==> config.mk <==
export PLATFORM = sky130hd
export DESIGN_NAME = chunked_free_list_allocator_core
export DESIGN_NICKNAME = d
export VERILOG_FILES = /design/src/rtl/cfla_pkg.sv /design/src/rtl/cfla_ctrl.sv /design/src/rtl/cfla_dpath.sv /design/src/rtl/chunked_free_list_allocator_core.sv
export SDC_FILE = /design/constraint.sdc
export NUM_CORES = 2
export LEC_CHECK = 0
export ABC_CLOCK_PERIOD_IN_PS = 28700
export BUFFER_PORTS_ARGS = -buffer_cell sky130_fd_sc_hd__buf_2
export CELL_PAD_IN_SITES_DETAIL_PLACEMENT = 2
export CELL_PAD_IN_SITES_GLOBAL_PLACEMENT = 2
export CORE_AREA = 2 2 720 794
export DETAILED_ROUTE_END_ITERATION = 10
export DIE_AREA = 0 0 722 796
export HOLD_SLACK_MARGIN = 0.12
export PLACE_DENSITY_LB_ADDON = 0.1
export SLEW_MARGIN = 20
export SYNTH_ARGS = -nofsm -noshare
export SYNTH_HDL_FRONTEND = slang
export SYNTH_SLANG_ARGS = --single-unit
==> constraint.sdc <==
create_clock -name i_clk -period 28.7 [get_ports i_clk]
set_input_delay 0 -clock i_clk [delete_from_list [all_inputs] [get_ports i_clk]]
set_output_delay 0 -clock i_clk [all_outputs]
set_load 0.05 [all_outputs]
==> src/rtl/cfla_pkg.sv <==
`timescale 1ns / 1ps
// ----------------------------------------------------------------------------
// cfla_pkg: shared types and constants of the chunked free-list allocator
// Transaction payload structs, result status codes, and the command and
// status bundles that join the controller to the datapath.
// ----------------------------------------------------------------------------
package cfla_pkg;

    localparam int CHUNK_SIZE_DEF = 24;
    localparam int NUM_CHUNKS_DEF = 16;

    localparam int SLOT_FIELD_W = 9;

    // Request type codes.
    localparam logic REQ_ALLOC   = 1'b0;
    localparam logic REQ_RELEASE = 1'b1;

    typedef enum logic [1:0] {
        ST_ALLOC   = 2'd0,
        ST_REL     = 2'd1,
        ST_IGNORED = 2'd2,
        ST_OOM     = 2'd3
    } t_status;

    typedef struct packed {
        logic                    req_type;
        logic [SLOT_FIELD_W-1:0] release_slot;
        logic                    release_is_null;
    } t_req;

    typedef struct packed {
        logic [SLOT_FIELD_W-1:0] granted_slot;
        t_status                 status;
    } t_res;

    // Commands from the controller to the datapath.
    typedef struct packed {
        logic    latch;       // capture the incoming request
        logic    push;        // release: link slot in front of the head
        logic    pop;         // allocate: take the head slot
        logic    fill_start;  // begin linking the next unused chunk
        logic    fill_step;   // write one link of the chunk being linked
        logic    emit;        // register a result for the output
        t_status status;      // status code of that result
    } t_cmd;

    // Status from the datapath to the controller.
    typedef struct packed {
        logic req_release;    // latched request is a release
        logic rel_ok;         // latched release is non-null and in range
        logic head_empty;     // free list is empty
        logic chunks_full;    // every chunk has been linked
        logic fill_last;      // current fill write is the chunk's last link
    } t_flags;

endpackage

==> src/rtl/cfla_ctrl.sv <==
`timescale 1ns / 1ps
// ----------------------------------------------------------------------------
// cfla_ctrl: allocator controller
// Sequences each request: capture, then a single execute step, or a chunk
// fill of one link write per cycle ending in the allocation.
// ----------------------------------------------------------------------------
module cfla_ctrl (
    input  logic             i_clk,
    input  logic             i_rst_n,
    input  logic             start,
    output logic             busy,
    input  cfla_pkg::t_flags i_flags,
    output cfla_pkg::t_cmd   o_cmd
);

    typedef enum logic [1:0] {
        S_IDLE,
        S_EXEC,
        S_FILL
    } t_state;

    t_state r_state;
    t_state n_state;

    always_ff @(posedge i_clk) begin
        if (!i_rst_n) begin
            r_state <= S_IDLE;
        end else begin
            r_state <= n_state;
        end
    end

    assign busy = (r_state != S_IDLE);

    always_comb begin
        n_state = r_state;
        o_cmd   = '0;
        o_cmd.status = cfla_pkg::ST_ALLOC;
        unique case (r_state)
            S_IDLE: begin
                if (start) begin
                    o_cmd.latch = 1'b1;
                    n_state     = S_EXEC;
                end
            end
            S_EXEC: begin
                n_state = S_IDLE;
                if (i_flags.req_release) begin
                    o_cmd.emit = 1'b1;
                    if (i_flags.rel_ok) begin
                        o_cmd.push   = 1'b1;
                        o_cmd.status = cfla_pkg::ST_REL;
                    end else begin
                        o_cmd.status = cfla_pkg::ST_IGNORED;
                    end
                end else if (!i_flags.head_empty) begin
                    o_cmd.pop    = 1'b1;
                    o_cmd.emit   = 1'b1;
                    o_cmd.status = cfla_pkg::ST_ALLOC;
                end else if (i_flags.chunks_full) begin
                    o_cmd.emit   = 1'b1;
                    o_cmd.status = cfla_pkg::ST_OOM;
                end else begin
                    o_cmd.fill_start = 1'b1;
                    n_state          = S_FILL;
                end
            end
            S_FILL: begin
                o_cmd.fill_step = 1'b1;
                if (i_flags.fill_last) begin
                    o_cmd.emit   = 1'b1;
                    o_cmd.status = cfla_pkg::ST_ALLOC;
                    n_state      = S_IDLE;
                end
            end
            default: begin
                n_state = S_IDLE;
            end
        endcase
    end

endmodule

==> src/rtl/cfla_dpath.sv <==
`timescale 1ns / 1ps
// ----------------------------------------------------------------------------
// cfla_dpath: allocator datapath
// Link memory, free-list head, chunk bookkeeping, fill counter and the
// registered result.
// ----------------------------------------------------------------------------
module cfla_dpath #(
    parameter int CHUNK_SIZE = cfla_pkg::CHUNK_SIZE_DEF,
    parameter int NUM_CHUNKS = cfla_pkg::NUM_CHUNKS_DEF
) (
    input  logic             i_clk,
    input  logic             i_rst_n,
    input  cfla_pkg::t_req   i_req,
    input  cfla_pkg::t_cmd   i_cmd,
    output cfla_pkg::t_flags o_flags,
    output cfla_pkg::t_res   o_res,
    output logic             o_res_valid
);

    localparam int NUM_SLOTS = CHUNK_SIZE * NUM_CHUNKS;
    localparam int SLOT_W    = (NUM_SLOTS > 1) ? $clog2(NUM_SLOTS) : 1;
    localparam int LINK_W    = $clog2(NUM_SLOTS + 1);
    localparam int CNT_W     = $clog2(NUM_CHUNKS + 1);
    localparam int FILL_W    = (CHUNK_SIZE > 1) ? $clog2(CHUNK_SIZE) : 1;

    // Links are coded as slot index plus one; zero ends the list.
    logic [LINK_W-1:0] r_link_mem [NUM_SLOTS];
    logic [LINK_W-1:0] r_rd_data;

    cfla_pkg::t_req    r_req;
    logic [LINK_W-1:0] r_head;
    logic [CNT_W-1:0]  r_chunks;
    logic [LINK_W-1:0] r_base;
    logic [SLOT_W-1:0] r_fill_ptr;
    logic [FILL_W-1:0] r_fill_cnt;
    cfla_pkg::t_res    r_res;
    logic              r_res_valid;

    logic [LINK_W-1:0] head_m1;
    logic [SLOT_W-1:0] rd_addr;
    logic              mem_we;
    logic [SLOT_W-1:0] wr_addr;
    logic [LINK_W-1:0] wr_data;
    logic              fill_last;
    logic              rel_ok;
    logic              fill_done;

    assign head_m1   = r_head - LINK_W'(1);
    assign rd_addr   = (r_head == '0) ? '0 : head_m1[SLOT_W-1:0];
    assign fill_last = (r_fill_cnt == FILL_W'(CHUNK_SIZE - 1));
    assign fill_done = i_cmd.fill_step && fill_last;
    assign rel_ok    = !r_req.release_is_null &&
                       (32'(r_req.release_slot) < 32'(NUM_SLOTS));

    always_comb begin
        mem_we  = 1'b0;
        wr_addr = r_fill_ptr;
        wr_data = fill_last ? '0 : (LINK_W'(r_fill_ptr) + LINK_W'(2));
        if (i_cmd.push) begin
            mem_we  = 1'b1;
            wr_addr = SLOT_W'(r_req.release_slot);
            wr_data = r_head;
        end else if (i_cmd.fill_step) begin
            mem_we = 1'b1;
        end
    end

    // Link memory: one write and one registered read per cycle. The read
    // always follows the current head so its successor is ready at execute.
    always_ff @(posedge i_clk) begin
        if (mem_we) begin
            r_link_mem[wr_addr] <= wr_data;
        end
        r_rd_data <= r_link_mem[rd_addr];
    end

    always_ff @(posedge i_clk) begin
        if (i_cmd.latch) begin
            r_req <= i_req;
        end
        if (i_cmd.fill_start) begin
            r_fill_ptr <= r_base[SLOT_W-1:0];
            r_fill_cnt <= '0;
        end else if (i_cmd.fill_step) begin
            r_fill_ptr <= r_fill_ptr + SLOT_W'(1);
            r_fill_cnt <= r_fill_cnt + FILL_W'(1);
        end
        r_res.status <= i_cmd.status;
        if (i_cmd.pop) begin
            r_res.granted_slot <= cfla_pkg::SLOT_FIELD_W'(head_m1);
        end else if (fill_done) begin
            r_res.granted_slot <= cfla_pkg::SLOT_FIELD_W'(r_base);
        end else begin
            r_res.granted_slot <= '0;
        end
    end

    always_ff @(posedge i_clk) begin
        if (!i_rst_n) begin
            r_head      <= '0;
            r_chunks    <= '0;
            r_base      <= '0;
            r_res_valid <= 1'b0;
        end else begin
            r_res_valid <= i_cmd.emit;
            if (i_cmd.push) begin
                r_head <= LINK_W'(r_req.release_slot) + LINK_W'(1);
            end else if (i_cmd.pop) begin
                r_head <= r_rd_data;
            end else if (fill_done) begin
                // The first slot of the new chunk is handed out at once, so
                // the head moves straight to its successor.
                r_head   <= (CHUNK_SIZE > 1) ? (r_base + LINK_W'(2)) : '0;
                r_chunks <= r_chunks + CNT_W'(1);
                r_base   <= r_base + LINK_W'(CHUNK_SIZE);
            end
        end
    end

    assign o_flags.req_release = (r_req.req_type == cfla_pkg::REQ_RELEASE);
    assign o_flags.rel_ok      = rel_ok;
    assign o_flags.head_empty  = (r_head == '0);
    assign o_flags.chunks_full = (r_chunks == CNT_W'(NUM_CHUNKS));
    assign o_flags.fill_last   = fill_last;

    assign o_res       = r_res;
    assign o_res_valid = r_res_valid;

endmodule

==> src/rtl/chunked_free_list_allocator_core.sv <==
`timescale 1ns / 1ps
// ----------------------------------------------------------------------------
// chunked_free_list_allocator_core: fixed-slot free-list allocator
// Hands out and takes back slots kept on a linked free list in a link
// memory, linking fresh chunks of CHUNK_SIZE slots on demand.
// ----------------------------------------------------------------------------
// Usage:
//   A request transaction is taken on a rising edge with start high and busy
//   low; i_req carries the request type, the slot released and its null flag.
//   Every request yields exactly one result transaction: o_res is valid for
//   one cycle while o_res_valid is high. The receiver cannot stall, so the
//   result must be taken in that cycle.
//   For a release, an allocation from a non-empty list, or an out-of-memory
//   answer, the request is captured, executed in a single step, and the
//   result is registered onto the ports. A new request is not taken until
//   the previous one has executed and busy is low again.
//   An allocation that finds the list empty links the next unused chunk, one
//   link memory write per cycle, until all CHUNK_SIZE links are written; this
//   happens once per chunk, at most NUM_CHUNKS times. The single write port
//   of the link memory is why the links are written one at a time.
//   Reset empties the free list and marks every chunk unused; the link
//   memory is not cleared, as every link is written before it is followed.
//   Slot indices on the ports are nine bits wide.
// ----------------------------------------------------------------------------
module chunked_free_list_allocator_core #(
    parameter int CHUNK_SIZE = cfla_pkg::CHUNK_SIZE_DEF,
    parameter int NUM_CHUNKS = cfla_pkg::NUM_CHUNKS_DEF
) (
    input  logic           i_clk,
    input  logic           i_rst_n,
    input  logic           start,
    output logic           busy,
    input  cfla_pkg::t_req i_req,
    output cfla_pkg::t_res o_res,
    output logic           o_res_valid
);

    // Command and status bundles between controller and datapath.
    cfla_pkg::t_cmd   cmd;
    cfla_pkg::t_flags flags;

    // The controller steps each request through capture, execute and, when
    // needed, the chunk fill.
    cfla_ctrl u_ctrl (
        .i_clk   (i_clk),
        .i_rst_n (i_rst_n),
        .start   (start),
        .busy    (busy),
        .i_flags (flags),
        .o_cmd   (cmd)
    );

    // The datapath holds the link memory, the list head, the chunk count and
    // the result register.
    cfla_dpath #(
        .CHUNK_SIZE (CHUNK_SIZE),
        .NUM_CHUNKS (NUM_CHUNKS)
    ) u_dpath (
        .i_clk       (i_clk),
        .i_rst_n     (i_rst_n),
        .i_req       (i_req),
        .i_cmd       (cmd),
        .o_flags     (flags),
        .o_res       (o_res),
        .o_res_valid (o_res_valid)
    );

endmodule
# Word level (Yosys, flattened, before mapping)
# Memory sizes are Yosys's and may differ from the RTL's. A register that Yosys moved wholly into a read port is not among the register bits.
# Index checks and enable logic that the tools add are counted.
# word_totals
mem_bits_rw	3456
register_bits	62
mem_count	1
# op_classes
add_sub_neg	8
n_bitwise	2
n_lt_le_gt_ge	1
reduce_logical	10
eq_ne	6
n_mux	37
# memory_table
memory	words	word_bits	read_ports	rd_clocked_by_memory_dff	write_ports	line	source
u_dpath.r_link_mem	384	9	1	1	1	cfla_dpath.sv:27	logic [LINK_W-1:0] r_link_mem [NUM_SLOTS];
# ops
op	n
$mux W9	11
$add A9 B1 Y9 const B	2
$add A9 B2 Y9 const B	2
$mux W3	5
$mux W2	7
$mux W1	12
$add A5 B1 Y5 const B	2
$eq A5 B5 Y1 const B	2
$add A9 B5 Y9 const B	1
$logic_not A9 Y1	1
$lt A9 B9 Y1 const B	1
$sub A9 B1 Y9 const B	1
$pmux W2 S3	1
$pmux W3 S2	1
$reduce_bool A2 Y1	2
$reduce_and A3 Y1	1
$reduce_bool A3 Y1	1
$eq A2 B1 Y1 const B	1
$eq A2 B2 Y1 const B	1
$logic_and A1 B1 Y1	2
$logic_not A2 Y1	1
$ne A2 B1 Y1 const B	1
$ne A2 B2 Y1 const B	1
$not A1 Y1	2
other kinds (2)	2

# Longest topological paths before layout
# depth
depth_word	8
ltp_mapped	18

# By module
# A second synthesis with hierarchy kept.
# hier_totals
cells_unflattened	8717
area_unflattened_um2	139288.6
# modules_own_cells
mod	cells_each	n_inst	area_each_um2
cfla_dpath	8685	1	139039.6
cfla_ctrl	32	1	249.0

# Least setup slack after synthesis
# No wires, ideal clock.
# synth_path
path_kind	register -> register
start	register u_ctrl.r_state[1]
end	memory u_dpath.r_link_mem[0][3] (netlist name) (data pin)
required_time_ps	25458
arrival_ps	16656
setup_ps	3242
slack_ps	8802
period_less_slack_ps	19898
n_path_buf	2
stages_incl_launch_ff	7
cell_sequence	dfxtp_1 > inv_1 > ha_1 > and2_1 > clkbuf_1 > clkbuf_1 > o31ai_1
# synth_between
elab_chain_len	3
# synth_rtl
item	line	source
start, declared	cfla_ctrl.sv:22	t_state r_state;
start signal, assigned	cfla_ctrl.sv:29	r_state <= n_state;
$eq A2 B1 Y1	cfla_ctrl.sv:39	unique case (r_state)
$mux W3	cfla_ctrl.sv:39	
$mux W9	cfla_dpath.sv:59	if (i_cmd.push) begin
net u_dpath.wr_data[3]	cfla_dpath.sv:43	logic [LINK_W-1:0] wr_data;
end, declared	cfla_dpath.sv:27	
# The timed path passes the listed nets, and every way through them passes these cells.

# Final worst setup path
# layout_path
start	register u_dpath.r_head[0]
end	register u_dpath.r_rd_data[4], read port of u_dpath.r_link_mem
# layout_between
elab_chain_len	2
elab_cells_between_ends	3
# layout_rtl
item	line	source
start, declared	cfla_dpath.sv:31	logic [LINK_W-1:0] r_head;
start signal, assigned	cfla_dpath.sv:107	r_head <= LINK_W'(r_req.release_slot) + LINK_W'(1);
start signal, assigned	cfla_dpath.sv:109	r_head <= r_rd_data;
start signal, assigned	cfla_dpath.sv:113	r_head <= (CHUNK_SIZE > 1) ? (r_base + LINK_W'(2)) : '0;
$sub A9 B1 Y9 / $logic_not A9 Y1 (equally long branches)	cfla_dpath.sv:48, cfla_dpath.sv:49	
$mux W9 *	cfla_dpath.sv:49	assign rd_addr = (r_head == '0) ? '0 : head_m1[SLOT_W-1:0];
end, declared	cfla_dpath.sv:28	logic [LINK_W-1:0] r_rd_data;
# Mark *: on every way between the ends. The rest lies on a longest branch, timed or not.
# A chain may end at the register's enable or synchronous reset.

==> impl_metrics.ini <==
[synthesis]
synth_xor_area_frac = 0.00235
syn_area_um2 = 141000
synth_mux_area_frac = 0.0614
syn_nets = 9245
yosysWarnings = 0
synth_top_family_by_area = compound AO/OA/AOI/OAI gates
syn_inst = 9220
synth_compound_area_frac = 0.110
ys_seq_area_frac = 0.745
synth-edff-count = 3476
yosys.area_share.simple = 0.0570
synth_seq_cells = 3524
synthFlopType = edfxtp_1
syn_avg_cell_area_um2 = 15.3
ys_types = 95
synthAdderAreaFrac = 0.000974
ys_async_sr_fraction = 0

[drt]
first_pass_iters = 5
drcViolationCount = 0
first_iter_violations = 7323
viasPerCell = 5.18
wl_per_cell_um = 38.1
antenna_left = 0
vias = 89000
totalWireLength_um = 654000

[timing]
timing.slew.headroom = 0.166
whs_ps = 233
setup-tns-final_ps = 0
period_share = 0.261
fmax_ghz = 0.134
tightest_slew_ps = 1250
hold_viol_final = 0
slew_viol_final = 0
rsz0062_at_grt = false
finClkSkew_ps = 83.0
setup_viol = 0
period_needed_ps = 7490

[die]
ioPinCount = 27
die_h_um = 796
fp.dieArea_um2 = 575000
start_util = 0.250
core.rowCount = 290
die_w_um = 722
core_region_area_um2 = 566000

[pwr]
powerDensity_nw_per_um2 = 80.4
internal_power_uw = 9220
seqPwrFrac = 0.439
peakVddDrop_mv = 0.0536
switching_power_uw = 4070
switching_share = 0.306
pwr-share-clk = 0.395
pwr-share-comb = 0.166
leakagePower_uw = 0.0497

[clocking]
cts_setup_buffers = 0
cts_buffers = 414
h-tree-depth = 5
cts_tree = done
clock-sinks = 3524
clk_pin_slew_ps = 60
clockBufferDepth = 4
clk_latency_ps = 1080
cts_root_buf = clkbuf_16

[final_layout]
fin_area_um2 = 165000
layout.cells.non_filler = 17200
drive_gt1_frac = 0.155
nets = 9390
nFillCells = 58200
syn_to_final_growth_pct = 16.9
multiInputGateArea_um2 = 33700
seqCellArea_um2 = 105000
final_util = 0.292

[grt]
grtUsageTotal = 0.222
use_met2 = 0.383
top_usage_layer = met2
grt_pass1_vias = 94500
grt_pass1_wl_um = 880000
met3_usage = 0.0216
grt_max_degree = 147
grt_remaining_overflow = 0
gr-usage-met1 = 0.297
grt_antenna_before_repair = 63

[placement]
dp.cells = 16400
place_congestion = 0.795
port_buffers = 26
hpwl_um = 401000
placed_cell_area_um2 = 152000

[worst_setup_path]
startpoint_type = flip-flop
critical-path-max-stage-delay_ps = 840
critical_path.endpoint_type = flip-flop
crit_path_start = u_dpath.r_head[0]$_SDFFE_PN0P_
cp.required_ps = 29660
slowest_stage = nand4_1
crit_fanout = 63
crit_type = flip-flop to flip-flop
cp.arrival_ps = 8450
crit_chain = inv_8 -> ha_4 -> or4b_4 -> buf_4 -> o21ai_4 -> buf_4 -> buf_4 -> buf_4 -> o21ai_0 -> a21oi_1 -> o22ai_1 -> o211ai_1 -> nand4_1 -> a21oi_1
crit_top_cell = buf_4
r2r_start = u_dpath.r_head[0]$_SDFFE_PN0P_

[status]
status = completed

[flow_run]
cap_violations = 0

[hold_path]
hold_class = input pin to flip-flop
hold_start = i_req[2]
==> state kept, by name, indices dropped and copies added (netlist names) <==
name / count
u_dpath.r_fill_cnt: 5
u_dpath.r_req: 10
u_dpath.r_chunks: 5
u_dpath.r_rd_data: 9
u_dpath.o_flags: 1
u_ctrl.r_state: 2
u_dpath.o_res: 11
u_dpath.r_head: 9
u_dpath.r_fill_ptr: 9
u_dpath.r_link_mem: 3456
u_dpath.o_res_valid: 1
u_dpath.r_base: 6
==> path summary, 6_finish.rpt <==
check / to / slack, ps / cells past startpoint
max: u_dpath.r_rd_data[4]$_DFF_P_ / 21210 / 14
min: u_dpath.r_req[2]$_DFFE_PP_ / 230 / 3
max reg2reg: u_dpath.r_rd_data[4]$_DFF_P_ / 21210 / 14
min reg2reg: u_dpath.r_chunks[1]$_SDFFE_PN0P_ / 510 / 2
==> through the flow <==
stage | worst slack, ps | total power, µW
3_5_place_dp | 21160 | 8180
2_1_floorplan | 8800 | 7030
6_report | 21210 | 13300
5_1_grt | 20900 | 13700
4_1_cts | 21210 | 13400
3_3_place_gp | 19980 | 8150
==> placed cells by master (no fill, tap or decap), types with 49 or more instances in the layout <==
cell / synthesis / final
edfxtp_1: 3476 / 3476
clkinv_1: 0 / 129
a211oi_1: 168 / 161
nor2b_1: 108 / 107
buf_4: 41 / 362
nand3_1: 131 / 131
clkinv_2: 0 / 59
o21ai_0: 395 / 386
nor2_1: 595 / 473
nor2_2: 0 / 118
mux2_2: 268 / 268
clkbuf_16: 0 / 423
nand2_1: 720 / 693
o221ai_1: 247 / 247
a31oi_1: 115 / 114
nor3_1: 83 / 79
nand2b_1: 68 / 68
clkbuf_1: 307 / 87
mux2i_1: 478 / 478
a221oi_1: 89 / 88
o311ai_0: 94 / 86
o211ai_1: 153 / 153
a21oi_1: 483 / 481
o22ai_1: 209 / 206
a22oi_1: 51 / 49
==> cell usage after synthesis (89+ instances only) <==
cell | number | area [µm²]
o311ai_0 | 94 | 823
nor2b_1 | 108 | 676
o211ai_1 | 153 | 1150
mux2_2 | 268 | 3020
o221ai_1 | 247 | 2160
nand3_1 | 131 | 656
o21ai_0 | 395 | 1980
edfxtp_1 | 3476 | 104000
a31oi_1 | 115 | 719
o22ai_1 | 209 | 1310
a21oi_1 | 483 | 2420
a211oi_1 | 168 | 1260
nand2_1 | 720 | 2700
mux2i_1 | 478 | 4780
clkbuf_1 | 307 | 1150
a221oi_1 | 89 | 780
buf_2 | 287 | 1440
nor2_1 | 595 | 2230
==> power groups by stage <==
stage	registers, µW	clock network [µW]	logic (µW)
4_1_cts	5830	5360	2240
2_1_floorplan	6080	0	958
3_5_place_dp	5940	0	2240
5_1_grt	5830	5530	2290
6_report	5830	5240	2210
3_3_place_gp	5940	0	2210
==> layout make-up <==
type,instances,share of cell area
diodes,16,0.000242
clock buffers,516,0.0665
clock inverters,242,0.0130
inverters,20,0.000515
multi-input cells,4962,0.204
flip-flops and latches,3524,0.637
well taps,7446,0.0564
repair buffers,443,0.0221
==> logic make-up (layout without fill, tap and decap cells) <==
family | Yosys count | in the layout
AOI/OAI and AO/OA | 2289 | 2289
other | 0 | 16
xor gates and xnor gates | 37 | 37
muxes | 785 | 785
and+or+nand+nor | 1840 | 1840
buffers and inverters | 734 | 1221
adders and majority gates | 11 | 11
DFF | 3524 | 3524
==> critical path: cells and delay by family, from the launching register on <==
kind,cells,cell delay (ps)
compound gates,6,2000
simple gates,2,1640
buf+inv,5,2630
fa+ha+maj,1,370
flops,1,500
==> timing repair <==
| item | CTS | global route |
|---|---|---|
| endpoints found under the hold margin | 45 | 0 |
| gates resized for setup | 0 | 0 |
| hold buffers | 26 | 0 |
==> metal layers <==
metal  wire length (µm)  part of all wire
met5                 69           0.00011
met4              17900             0.027
met3              24000             0.037
met2             324000              0.49
met1             289000              0.44
No activity file was read; power rests on OpenSTA's default activity.
